`config.mk`:
```
export PLATFORM = sky130hd
export DESIGN_NAME = sync_crc_deframer_key_matrix_top
export DESIGN_NICKNAME = d
export VERILOG_FILES = /design/src/rtl/scdk_pkg.sv /design/src/rtl/sync_crc_deframer_key_matrix_top.sv /design/src/rtl/scdk_byte_cell.sv /design/src/rtl/scdk_crc_cell.sv
export SDC_FILE = /design/constraint.sdc
export NUM_CORES = 1
export LEC_CHECK = 0
export BUFFER_PORTS_ARGS = -buffer_cell sky130_fd_sc_hd__buf_2
export CELL_PAD_IN_SITES_DETAIL_PLACEMENT = 0
export CELL_PAD_IN_SITES_GLOBAL_PLACEMENT = 1
export CORE_ASPECT_RATIO = 1.1
export CORE_MARGIN = 2
export CORE_UTILIZATION = 40
export DETAILED_ROUTE_END_ITERATION = 16
export HOLD_SLACK_MARGIN = 0.02
export MAX_ROUTING_LAYER = met4
export PLACE_DENSITY_LB_ADDON = 0.1
export SYNTH_ARGS = -nofsm -noshare
export SYNTH_HDL_FRONTEND = slang
export SYNTH_SLANG_ARGS = --single-unit
```
`constraint.sdc`:
```
create_clock -name clk -period 7.7 [get_ports clk]
set_input_delay 0.77 -clock clk [delete_from_list [all_inputs] [get_ports clk]]
set_output_delay 0.77 -clock clk [all_outputs]
set_load 0.02 [all_outputs]
```
`src/rtl/scdk_pkg.sv`:
```
// ----------------------------------------------------------------------------
// scdk_pkg: shared types and constants for the key-matrix deframer
// Frame layout constants, configuration register indexes, the frame beat
// carried along the CRC cell chain and the byte-wide CRC-8 step.
// ----------------------------------------------------------------------------
`default_nettype none

package scdk_pkg;

  localparam int NUM_COLUMNS_DEF = 16;

  localparam logic [7:0] SYNC_A      = 8'd55;
  localparam logic [7:0] SYNC_B      = 8'd66;
  localparam logic [7:0] PAYLOAD_LEN = 8'd3;
  localparam int         HEAD_LEN    = 5;
  localparam int         FRAME_LEN   = 8;
  localparam int         WIN_CELLS   = FRAME_LEN - 1;

  localparam logic [1:0] ROLE_LID = 2'd2;

  // Configuration register indexes
  localparam logic [1:0] REG_OWN_ROLE = 2'd0;
  localparam logic [1:0] REG_CRC_POLY = 2'd1;

  // Payload byte positions
  localparam logic [1:0] PAY_ROW   = 2'd0;
  localparam logic [1:0] PAY_COL   = 2'd1;
  localparam logic [1:0] PAY_PRESS = 2'd2;

  typedef struct packed {
    logic            valid;
    logic [7:0]      crc_acc;
    logic [7:0]      crc_byte;
    logic [7:0]      sender;
    logic [2:0][7:0] pay;
  } frame_t;

  // One byte of CRC-8, MSB first; data already holds acc ^ byte
  function automatic logic [7:0] crc_step(input logic [7:0] data, input logic [7:0] poly);
    logic [7:0] c;
    c = data;
    for (int b = 0; b < 8; b++) begin
      if (c[7]) begin
        c = {c[6:0], 1'b0} ^ poly;
      end else begin
        c = {c[6:0], 1'b0};
      end
    end
    return c;
  endfunction

endpackage

`default_nettype wire

```
`src/rtl/sync_crc_deframer_key_matrix_top.sv`:
```
// ----------------------------------------------------------------------------
// Path: frame register, the three CRC cells, then the output register.
// Throughput: one byte per cycle while in_stall is low; frames and window
//   slides add no stall. The frame register and the three-cell CRC chain
//   hold up to four frames in flight, the output register one more update.
// Reset (rst_n low, synchronous): window empty, key matrix all released,
//   own_role 0, crc_polynomial 0x07, chain and output register empty.
// ----------------------------------------------------------------------------
// sync_crc_deframer_key_matrix_top: sync-word deframer driving a key matrix
// Slide received bytes through a row of byte cells, check the header as the
// eighth byte arrives, run CRC-8 over the payload in a chain of cells, then
// update the key matrix and present the changed column.
// ----------------------------------------------------------------------------
`default_nettype none

module sync_crc_deframer_key_matrix_top #(
  parameter int NUM_COLUMNS = scdk_pkg::NUM_COLUMNS_DEF
) (
  input  wire logic       clk,
  input  wire logic       rst_n,
  // Receive byte channel
  input  wire logic       in_valid,
  output logic            in_stall,
  input  wire logic [7:0] in_rx_byte,
  // Key update channel
  output logic            out_valid,
  input  wire logic       out_stall,
  output logic      [2:0] out_key_row,
  output logic      [3:0] out_key_column,
  output logic            out_key_pressed,
  output logic      [7:0] out_column_bits,
  // Configuration write channel
  input  wire logic       cfg_valid,
  output logic            cfg_ready,
  input  wire logic [1:0] cfg_index,
  input  wire logic [7:0] cfg_data
);

  localparam int COL_W = (NUM_COLUMNS > 1) ? $clog2(NUM_COLUMNS) : 1;
  localparam int WIN   = scdk_pkg::WIN_CELLS;

  // --------------------------------------------------------------------------
  // Configuration registers; writes are always taken
  // --------------------------------------------------------------------------
  logic [1:0] own_role_r, own_role_nxt;
  logic [7:0] crc_poly_r, crc_poly_nxt;

  assign cfg_ready = 1'b1;

  always_comb begin
    own_role_nxt = own_role_r;
    crc_poly_nxt = crc_poly_r;
    if (cfg_valid) begin
      unique case (cfg_index)
        scdk_pkg::REG_OWN_ROLE: own_role_nxt = cfg_data[1:0];
        scdk_pkg::REG_CRC_POLY: crc_poly_nxt = cfg_data;
        default: ;  // indexes beyond the register list are ignored
      endcase
    end
  end

  always_ff @(posedge clk) begin
    if (!rst_n) begin
      own_role_r <= 2'd0;
      crc_poly_r <= 8'h07;
    end else begin
      own_role_r <= own_role_nxt;
      crc_poly_r <= crc_poly_nxt;
    end
  end

  // --------------------------------------------------------------------------
  // Receive window: seven byte cells, newest in the top cell. The incoming
  // beat is the eighth byte of the window, so a full frame is checked in the
  // same cycle it completes.
  // --------------------------------------------------------------------------
  logic       in_accept;
  logic [7:0] win [WIN];

  assign in_accept = in_valid && !in_stall;

  for (genvar i = 0; i < WIN; i++) begin : g_win
    logic [7:0] cell_d;
    if (i == WIN - 1) begin : g_top
      assign cell_d = in_rx_byte;
    end else begin : g_mid
      assign cell_d = win[i+1];
    end
    scdk_byte_cell u_cell (
      .clk      (clk),
      .shift_en (in_accept),
      .d        (cell_d),
      .q        (win[i])
    );
  end

  // Fill count of the window, 0..7; eight bytes is never stored
  logic [2:0] fill_r, fill_nxt;
  logic       win_full;
  logic       hdr_ok;

  assign win_full = (fill_r == 3'(WIN));
  assign hdr_ok   = (win[0] == scdk_pkg::SYNC_A) && (win[1] == scdk_pkg::SYNC_B) &&
                    (win[2] == scdk_pkg::PAYLOAD_LEN);

  always_comb begin
    fill_nxt = fill_r;
    if (in_accept) begin
      if (!win_full) begin
        fill_nxt = fill_r + 3'd1;
      end else if (hdr_ok) begin
        fill_nxt = 3'd0;  // frame consumed
      end
      // header mismatch: drop the oldest byte, count stays at seven
    end
  end

  always_ff @(posedge clk) begin
    if (!rst_n) begin
      fill_r <= 3'd0;
    end else begin
      fill_r <= fill_nxt;
    end
  end

  // --------------------------------------------------------------------------
  // Frame register feeding the CRC chain
  // --------------------------------------------------------------------------
  scdk_pkg::frame_t s0_r, s0_nxt;
  scdk_pkg::frame_t s1, s2, s3;
  logic             free0, free1, free2, free3;
  logic             last_free;

  assign free0    = !s0_r.valid || free1;
  // Stall only while the frame register is blocked by a backed-up chain
  assign in_stall = !free0;

  always_comb begin
    s0_nxt = s0_r;
    if (free0) begin
      s0_nxt.valid    = in_accept && win_full && hdr_ok;
      s0_nxt.crc_acc  = 8'd0;
      s0_nxt.crc_byte = win[3];
      s0_nxt.sender   = win[4];
      s0_nxt.pay[scdk_pkg::PAY_ROW]   = win[5];
      s0_nxt.pay[scdk_pkg::PAY_COL]   = win[6];
      s0_nxt.pay[scdk_pkg::PAY_PRESS] = in_rx_byte;
    end
  end

  always_ff @(posedge clk) begin
    if (!rst_n) begin
      s0_r.valid <= 1'b0;
    end else begin
      s0_r <= s0_nxt;
    end
  end

  // CRC chain: one payload byte per cell
  scdk_crc_cell #(.SEL(scdk_pkg::PAY_ROW)) u_crc0 (
    .clk       (clk),
    .rst_n     (rst_n),
    .crc_poly  (crc_poly_r),
    .prev      (s0_r),
    .next_free (free2),
    .free      (free1),
    .cur       (s1)
  );

  scdk_crc_cell #(.SEL(scdk_pkg::PAY_COL)) u_crc1 (
    .clk       (clk),
    .rst_n     (rst_n),
    .crc_poly  (crc_poly_r),
    .prev      (s1),
    .next_free (free3),
    .free      (free2),
    .cur       (s2)
  );

  scdk_crc_cell #(.SEL(scdk_pkg::PAY_PRESS)) u_crc2 (
    .clk       (clk),
    .rst_n     (rst_n),
    .crc_poly  (crc_poly_r),
    .prev      (s2),
    .next_free (last_free),
    .free      (free3),
    .cur       (s3)
  );

  // --------------------------------------------------------------------------
  // Frame decision and key matrix update
  // --------------------------------------------------------------------------
  logic             sender_ok;
  logic             crc_ok;
  logic             row_ok;
  logic             col_ok;
  logic             emit;
  logic             free_o;
  logic             take;
  logic [COL_W-1:0] col_idx;
  logic [7:0]       row_mask;
  logic [7:0]       col_new;
  logic             pressed;

  assign sender_ok = (s3.sender != {6'd0, own_role_r});
  assign crc_ok    = (s3.crc_acc == s3.crc_byte);
  assign row_ok    = (s3.pay[scdk_pkg::PAY_ROW][7:3] == 5'd0);
  assign col_ok    = ({1'b0, s3.pay[scdk_pkg::PAY_COL]} < 9'(NUM_COLUMNS));
  assign emit      = sender_ok && crc_ok && (own_role_r == scdk_pkg::ROLE_LID) &&
                     row_ok && col_ok;

  assign free_o    = !out_valid || !out_stall;
  // Drop frames that fail a check; hold an update until the output frees
  assign last_free = !emit || free_o;
  assign take      = s3.valid && emit && free_o;

  assign col_idx  = s3.pay[scdk_pkg::PAY_COL][COL_W-1:0];
  assign row_mask = 8'd1 << s3.pay[scdk_pkg::PAY_ROW][2:0];
  assign pressed  = (s3.pay[scdk_pkg::PAY_PRESS] != 8'd0);

  logic [7:0] key_matrix_r [NUM_COLUMNS];

  always_comb begin
    if (pressed) begin
      col_new = key_matrix_r[col_idx] | row_mask;
    end else begin
      col_new = key_matrix_r[col_idx] & ~row_mask;
    end
  end

  always_ff @(posedge clk) begin
    if (!rst_n) begin
      for (int c = 0; c < NUM_COLUMNS; c++) begin
        key_matrix_r[c] <= 8'd0;
      end
    end else if (take) begin
      key_matrix_r[col_idx] <= col_new;
    end
  end

  // --------------------------------------------------------------------------
  // Output register
  // --------------------------------------------------------------------------
  logic       out_valid_r, out_valid_nxt;
  logic [2:0] out_row_r;
  logic [3:0] out_col_r;
  logic       out_pressed_r;
  logic [7:0] out_bits_r;

  always_comb begin
    out_valid_nxt = out_valid_r;
    if (free_o) begin
      out_valid_nxt = take;
    end
  end

  always_ff @(posedge clk) begin
    if (!rst_n) begin
      out_valid_r <= 1'b0;
    end else begin
      out_valid_r <= out_valid_nxt;
    end
  end

  always_ff @(posedge clk) begin
    if (take) begin
      out_row_r     <= s3.pay[scdk_pkg::PAY_ROW][2:0];
      out_col_r     <= s3.pay[scdk_pkg::PAY_COL][3:0];
      out_pressed_r <= pressed;
      out_bits_r    <= col_new;
    end
  end

  assign out_valid       = out_valid_r;
  assign out_key_row     = out_row_r;
  assign out_key_column  = out_col_r;
  assign out_key_pressed = out_pressed_r;
  assign out_column_bits = out_bits_r;

endmodule

`default_nettype wire

```
`src/rtl/scdk_byte_cell.sv`:
```
// ----------------------------------------------------------------------------
// scdk_byte_cell: one byte of the receive window
// Hold a byte and pass it to the older neighbor on every accepted beat.
// ----------------------------------------------------------------------------
`default_nettype none

module scdk_byte_cell (
  input  wire logic       clk,
  input  wire logic       shift_en,
  input  wire logic [7:0] d,
  output logic      [7:0] q
);

  logic [7:0] byte_r;
  logic [7:0] byte_nxt;

  always_comb begin
    byte_nxt = shift_en ? d : byte_r;
  end

  always_ff @(posedge clk) begin
    byte_r <= byte_nxt;
  end

  assign q = byte_r;

endmodule

`default_nettype wire

```
`src/rtl/scdk_crc_cell.sv`:
```
// ----------------------------------------------------------------------------
// scdk_crc_cell: one link of the CRC chain
// Fold one payload byte into the running CRC-8 and hand the frame onward.
// ----------------------------------------------------------------------------
`default_nettype none

module scdk_crc_cell #(
  parameter logic [1:0] SEL = scdk_pkg::PAY_ROW
) (
  input  wire logic            clk,
  input  wire logic            rst_n,
  input  wire logic [7:0]      crc_poly,
  input  wire scdk_pkg::frame_t prev,
  input  wire logic            next_free,
  output logic                 free,
  output scdk_pkg::frame_t     cur
);

  scdk_pkg::frame_t cur_r;
  scdk_pkg::frame_t cur_nxt;

  // Advance when empty or when the neighbor takes the held beat
  assign free = !cur_r.valid || next_free;

  always_comb begin
    cur_nxt = cur_r;
    if (free) begin
      cur_nxt         = prev;
      cur_nxt.crc_acc = scdk_pkg::crc_step(prev.crc_acc ^ prev.pay[SEL], crc_poly);
    end
  end

  always_ff @(posedge clk) begin
    if (!rst_n) begin
      cur_r.valid <= 1'b0;
    end else begin
      cur_r <= cur_nxt;
    end
  end

  assign cur = cur_r;

endmodule

`default_nettype wire
```
# ---- After elaboration in Yosys (flattened, before gate mapping)
# Memory sizes are Yosys's and may differ from the RTL's. A register that Yosys moved wholly into a read port is not among the register bits.
# Cells that the tools add are included.
dict set report classes {
  addsub 1
  muxes 56
  order_cmp 1
  n_eq_ne 9
  reduce_logical 36
  shifts 1
  n_bitwise 29
}
# op count
set ops {}
lappend ops {{$mux 8} 47}
lappend ops {{$xor 8x8->8} 26}
lappend ops {{$reduce_and 2->1} 7}
lappend ops {{$logic_and 1x1->1} 11}
lappend ops {{$and 8x8->8} 1}
lappend ops {{$eq 8x2->1 const B} 1}
lappend ops {{$eq 8x6->1 const B} 1}
lappend ops {{$eq 8x7->1 const B} 1}
lappend ops {{$eq 8x8->1} 1}
lappend ops {{$logic_not 1->1} 8}
lappend ops {{$lt 8x5->1 const B} 1}
lappend ops {{$mux 4} 2}
lappend ops {{$ne 8x2->1} 1}
lappend ops {{$not 8->8} 1}
lappend ops {{$or 8x8->8} 1}
lappend ops {{$reduce_bool 8->1} 1}
lappend ops {{$reduce_or 8->1} 1}
lappend ops {{$shl 1x3->8 const A} 1}
lappend ops {{$logic_or 1x1->1} 6}
lappend ops {{$mux 3} 2}
lappend ops {{$logic_not 5->1} 1}
lappend ops {{$mux 1} 5}
lappend ops {{$add 3x1->3 const B} 1}
lappend ops {{$eq 3x3->1 const B} 1}
lappend ops {{4 further kinds} 4}
dict set report totals {
  word_cells 179
  regBits 274
  memories 1
  out_inout_bits 19
  mem_bits_rw 128
  input_bits 23
}
# name words word_bits read_ports rd_ports_with_merged_regs write_ports line_no
set mem_list {}
lappend mem_list {key_matrix_r 16 8 1 1 16 sync_crc_deframer_key_matrix_top.sv:221} ;# logic [7:0] key_matrix_r [NUM_COLUMNS];

# ---- Longest topological paths before layout
dict set report logic_depth {
  ltp_word 31
  mapped_depth 15
  depth_no_buf 11
}

# ---- By module
# A second synthesis with hierarchy kept.
dict set report unflattened {
  hier_cells 1442
  area_unflattened_um2 19354.8
}
# module instances seq_area_each_um2 cells_each area_each_um2
set by_module_without_submodules {}
lappend by_module_without_submodules {scdk_crc_cell 3 1461.4 250 2947.8}
lappend by_module_without_submodules {sync_crc_deframer_key_matrix_top 1 5825.6 636 8829.7}
lappend by_module_without_submodules {scdk_byte_cell 7 240.2 8 240.2}

# ---- Least setup slack after synthesis
# No wires, ideal clock.
dict set report synth_path {
  path_kind {flip-flop to flip-flop}
  from {register u_crc2.cur_r (netlist bit u_crc2.cur[24])}
  to {register fill_r[0]}
  n_path_buf 0
  setup_time_ns 0.128
  path_slack_ns 2.802
  required_ns 7.572
  path_stages_with_launch 9
  period_less_slack_ns 4.898
  arrival_time_ns 4.771
  cell_sequence {edfxtp_1 -> nor4b_1 -> a21oi_1 -> nand3_1 -> nor3_1 -> nor2b_1 -> o21ai_0 -> a22oi_1 -> nor2_1}
}
dict set report synth_between {
  elab_chain_cells 13
}
# element line_no
set synth_rtl {}
lappend synth_rtl {{start, declared} scdk_crc_cell.sv:19} ;# scdk_pkg::frame_t cur_r;
lappend synth_rtl {{start signal, assigned} scdk_crc_cell.sv:37} ;# cur_r <= cur_nxt;
lappend synth_rtl {{$ne 8x2->1} sync_crc_deframer_key_matrix_top.sv:205} ;# assign sender_ok = (s3.sender != {6'd0, own_role_r});
lappend synth_rtl {{$logic_and 1x1->1 (3 in series)} sync_crc_deframer_key_matrix_top.sv:209} ;# assign emit = sender_ok && crc_ok && (own_role_r == scdk_pkg::ROLE_LID) &&
lappend synth_rtl {{$logic_and 1x1->1} sync_crc_deframer_key_matrix_top.sv:210} ;# row_ok && col_ok;
lappend synth_rtl {{$logic_not 1->1} sync_crc_deframer_key_matrix_top.sv:214} ;# assign last_free = !emit || free_o;
lappend synth_rtl {{$logic_or 1x1->1} sync_crc_deframer_key_matrix_top.sv:214}
lappend synth_rtl {{$logic_or 1x1->1 (3 in series)} scdk_crc_cell.sv:23} ;# assign free = !cur_r.valid || next_free;
lappend synth_rtl {{$logic_or 1x1->1} sync_crc_deframer_key_matrix_top.sv:134} ;# assign free0 = !s0_r.valid || free1;
lappend synth_rtl {{$logic_and 1x1->1} sync_crc_deframer_key_matrix_top.sv:80} ;# assign in_accept = in_valid && !in_stall;
lappend synth_rtl {{net g_win[0].u_cell.shift_en} scdk_byte_cell.sv:9} ;# input wire logic shift_en,
lappend synth_rtl {{$reduce_and 2->1 (no source line)} -}
lappend synth_rtl {{end signal, assigned} sync_crc_deframer_key_matrix_top.sv:122} ;# fill_r <= fill_nxt;
lappend synth_rtl {{end, declared} sync_crc_deframer_key_matrix_top.sv:98} ;# logic [2:0] fill_r, fill_nxt;
# The timed path passes the listed nets, and every way through them passes these cells.
# A chain may end at the register's enable or synchronous reset.

# ---- Final worst setup path
dict set report layout_path {
  from {register crc_poly_r[7]}
  to {register u_crc0.cur_r (netlist bit u_crc0.cur[42]) (data pin)}
}
dict set report layout_between {
  elab_chain_cells 21
  elab_cells_between_ends 23
  classes_between {mux (15); bitwise (8)}
}
# element line_no
set layout_rtl {}
lappend layout_rtl {{start, declared} sync_crc_deframer_key_matrix_top.sv:46} ;# logic [7:0] crc_poly_r, crc_poly_nxt;
lappend layout_rtl {{start signal, assigned} sync_crc_deframer_key_matrix_top.sv:68} ;# crc_poly_r <= crc_poly_nxt;
lappend layout_rtl {{$xor 8x8->8} scdk_pkg.sv:44} ;# c = {c[6:0], 1'b0} ^ poly;
lappend layout_rtl {{$mux 8} scdk_pkg.sv:43} ;# if (c[7]) begin
lappend layout_rtl {{$mux 8} scdk_crc_cell.sv:27} ;# if (free) begin
lappend layout_rtl {{$mux 8} scdk_pkg.sv:43}
lappend layout_rtl {{$mux 8} scdk_crc_cell.sv:27}
lappend layout_rtl {{$xor 8x8->8} scdk_pkg.sv:44}
lappend layout_rtl {{$mux 8} scdk_pkg.sv:43}
lappend layout_rtl {{$mux 8} scdk_crc_cell.sv:27}
lappend layout_rtl {{[... 5 more ...]} -}
lappend layout_rtl {{$mux 8} scdk_crc_cell.sv:27}
lappend layout_rtl {{$mux 8 / $xor 8x8->8 (equally long branches)} {scdk_pkg.sv:43, scdk_pkg.sv:44}}
lappend layout_rtl {{$mux 8 (on tied branches)} {scdk_crc_cell.sv:27, scdk_pkg.sv:43}}
lappend layout_rtl {{$xor 8x8->8 / $mux 8 (equally long branches)} {scdk_pkg.sv:44, scdk_crc_cell.sv:27}}
lappend layout_rtl {{$mux 8 *} scdk_pkg.sv:43}
lappend layout_rtl {{$mux 8 *} scdk_crc_cell.sv:27}
lappend layout_rtl {{$xor 8x8->8 / $mux 8 (equally long branches)} {scdk_pkg.sv:44, scdk_crc_cell.sv:27}}
lappend layout_rtl {{$mux 8 *} scdk_pkg.sv:43}
lappend layout_rtl {{end signal, assigned} scdk_crc_cell.sv:37}
lappend layout_rtl {{end, declared} scdk_crc_cell.sv:19}
# Every way passes the cells marked *; elsewhere a longest branch is shown, timed or not. The select of a mux whose other input is x is not followed.

==> results.md <==
* Status: complete, no violations
* CP max stage cell: xnor2_1
* Hold Vio Cnt, Final at 0
* Cell Chain, Critical Path: inv_1, nor2_1, a22o_1, a211o_1, nand3_1, xnor2_1, xnor2_1, a22oi_1, a31oi_1, o21ai_0, xnor3_1
* Most common cell after layout, fill and taps aside: edfxtp_1
* Dpl cell area at between 15000 and 20000 µm²
* Clock latency on the worst-skew pair at 0.57 ns
* R2r setup slk at 2.79 ns
* Global Route Usage Sum at 0.189
* Max incr delay on CP at 0.85 ns
* Drt first-iter violations at about 760
* CTS-repair resized insts at 0
* Hold Buf Count CTS at 0
* Endpoints failing setup at 0
* Startpoint Class: flop
* Total CTS buffers at 43
* Slew Viols, Final at 0
* TNS Setup at 0 ns
* Fin area at slightly above 20000 µm²
* CP most frequent cell: xnor2_1
* Drt wl/cell at 21.7 µm
* Syn Area/Cell at 13.8 µm²
* Fin crit share at 0.637
* CP delay by family, top: XOR/XNOR gates
* Most frequent cells in the layout: 384 x edfxtp_1, 195 x nor2_1, 155 x nand2_1, 104 x xnor2_1, 43 x clkbuf_16
* Critical path class: reg -> reg
* Critical path required time at 8.01 ns
* Die X at about 210 µm
* CP endpoint kind: flop
* Peak Freq at 0.204 GHz
* Initial antenna violation count at 0
* Setup Fix Bufs, Post-CTS at 0
* Antenna diodes at 0
* FFs w/ async S/R, synth at 0
* Residual DRC count at 0
* Detail Placement HPWL at ~29000 µm
* Worst Tran Pin Value at 1.09 ns
* Total grt overflow at 0
* Clk sink count at 406
* CTS tree: built
* Initial Utilization at 0.406
* Synthesis-stage register bit count at 406
* Maxcap violations at 0
* Top_reg_cell synth: edfxtp_1
* Final min period at 4.91 ns
* Fraction of layout cells with a size suffix above 1 at 0.145
* Die H at ~230 µm
* Cell count after synthesis at ~1300
* Worst min path class: in -> reg
* H-tree depth at 2
* Drt pass-1 iters at 7
* Via count at approximately 11000
* Syn_nets at around 1400
* I/O pins at 42
* RSZ-0062 raised after global routing: no
* Nets at 1414
* Post-Syn Area at 18600 µm²
* Via density at 5.25
* Fillers at 4132
* First-pass GRT wire length at between 60000 and 70000 µm
* Power per cell area at 327 nW/µm²
* Arr. time, crit path at 5.22 ns
* Core area at approximately 46000 µm²
* Clock Skews at 0.0233 ns
* CTS Root Cell: clkbuf_16
* Largest net degree at the start of global routing at just under 60
* Port buffer count at 40
* Antenna Nets Post-Route at 0
* Max transition margin at 0.275
* DIE AREA at between 40000 and 50000 µm²
* Leakage power at 7.42 nW
* Seq/Total Area, Yosys at 0.644
* Post-synth EDFFs at ~380
* Placer Congestion at 0.805
* Worst-path clk slew at roughly 0.06 ns
* Row Count at 82
* Crit path buf inv count at 1
* CP Max Fanout at 26
* Final wirelength at 43600 µm
* Vias in the first global route at 10647
* Clk buf depth at 3
* Ys Warns at 0
* Worst vdd ir at 0.182 mV
* Yosys cell types at between 80 and 90
* Area delta synth->final at 11.7%
[where the power goes]
group          switching [mW]  internal [mW]  leakage (nW)
logic                    1.07          0.962          2.85
clock network           0.867           1.12         0.673
registers               0.109           2.66          3.89
[worst paths after layout]
| kind | start | end | depth (start not counted) |
|---|---|---|---|
| max | crc_poly_r[7] | u_crc0.cur[42] | 11 |
| min | in_rx_byte[6] | s0_r[22] | 1 |
| max reg2reg | crc_poly_r[7] | u_crc0.cur[42] | 11 |
| min reg2reg | s0_r[24] | u_crc0.cur[24] | 0 |
[worst reg2reg max path, stage by stage (launching register included)]
cell and delay, ns:
dfxtp_1 0.76, inv_1 0.64, nor2_1 0.43, a22o_1 0.22
a211o_1 0.13, nand3_1 0.10, xnor2_1 0.19, xnor2_1 0.85
a22oi_1 0.19, a31oi_1 0.58, o21ai_0 0.17, xnor3_1 0.39
[sequential cells by signal, indices dropped and copies added, names as in the netlist, named ones only]
register and count:
out_key_row 3, out_key_pressed 1, own_role_r 2, u_crc2.cur 49, g_win.u_cell.q 56, fill_r 3
crc_poly_r 8, s0_r 41, out_column_bits 8, u_crc0.cur 49, u_crc1.cur 49, key_matrix_r 128
out_valid 1, out_key_column 4
[metal layers]
metal,vias to the layer above,share of wire,global-route usage
met5,-,0,-
met4,0,0.025,0.0532
met3,63,0.038,0.0291
met2,224,0.52,0.328
met1,5242,0.42,0.231
li1,5031,-,-
[Yosys cell counts (all sizes together), types with 3 or more instances]
library cell | count | area share
a211o | 6 | 0.0030
a211oi | 10 | 0.0040
a21o | 3 | 0.0012
a21oi | 29 | 0.0078
a221oi | 3 | 0.0017
a22oi | 3 | 0.0012
a31oi | 9 | 0.0038
and2 | 8 | 0.0030
and3 | 7 | 0.0024
and4 | 5 | 0.0024
buf | 11 | 0.0034
clkbuf | 55 | 0.016
clkinv | 3 | 0.00061
dfxtp | 22 | 0.024
edfxtp | 384 | 0.62
inv | 17 | 0.0034
mux2i | 23 | 0.012
mux4 | 40 | 0.048
nand2 | 155 | 0.031
nand3 | 30 | 0.0083
nand3b | 8 | 0.0032
nand4 | 4 | 0.0013
nor2 | 196 | 0.040
nor2b | 6 | 0.0020
nor3 | 19 | 0.0057
nor3b | 10 | 0.0040
nor4 | 10 | 0.0034
nor4b | 5 | 0.0024
o2111ai | 3 | 0.0014
o211a | 3 | 0.0016
o211ai | 17 | 0.0069
o21a | 7 | 0.0032
o21ai | 29 | 0.0080
o31ai | 3 | 0.0012
or3 | 4 | 0.0013
or4 | 5 | 0.0020
xnor2 | 109 | 0.055
xnor3 | 22 | 0.027
xor2 | 33 | 0.016
[cell type report]
type                       instances  area, µm²  area share
sequential                       406      12000       0.577
clock inverter                    27        248      0.0119
timing repair buffer              65        388      0.0187
inverter                          20       75.1     0.00362
clock buffer                      53       1110      0.0536
tap                              588        736      0.0354
multi-input combinational        853       6230       0.300
[stage by stage]
step           total power, mW  hold slack, ns  instances  worst slack [ns]   util
2_1_floorplan             4.44           0.400       1345              2.80      -
4_1_cts                   6.89           0.341       2012              2.78  0.454
5_1_grt                   7.14           0.348       2012              2.42  0.454
3_5_place_dp              4.88           0.405       1932              2.79  0.424
3_3_place_gp              4.86           0.402       1932              2.83  0.424
6_report                  6.79           0.384       2012              2.79  0.454
[logic make-up after synthesis]
kind of cell,synth area share
other,0.000202
adder cells (fa/ha/maj),0.00135
AO/OA/AOI/OAI,0.0516
flip-flops,0.644
AND/OR/NAND/NOR,0.117
buffers and inverters,0.0236
multiplexers,0.0614
XOR/XNOR,0.101
No activity file was read; power rests on OpenSTA's default activity.
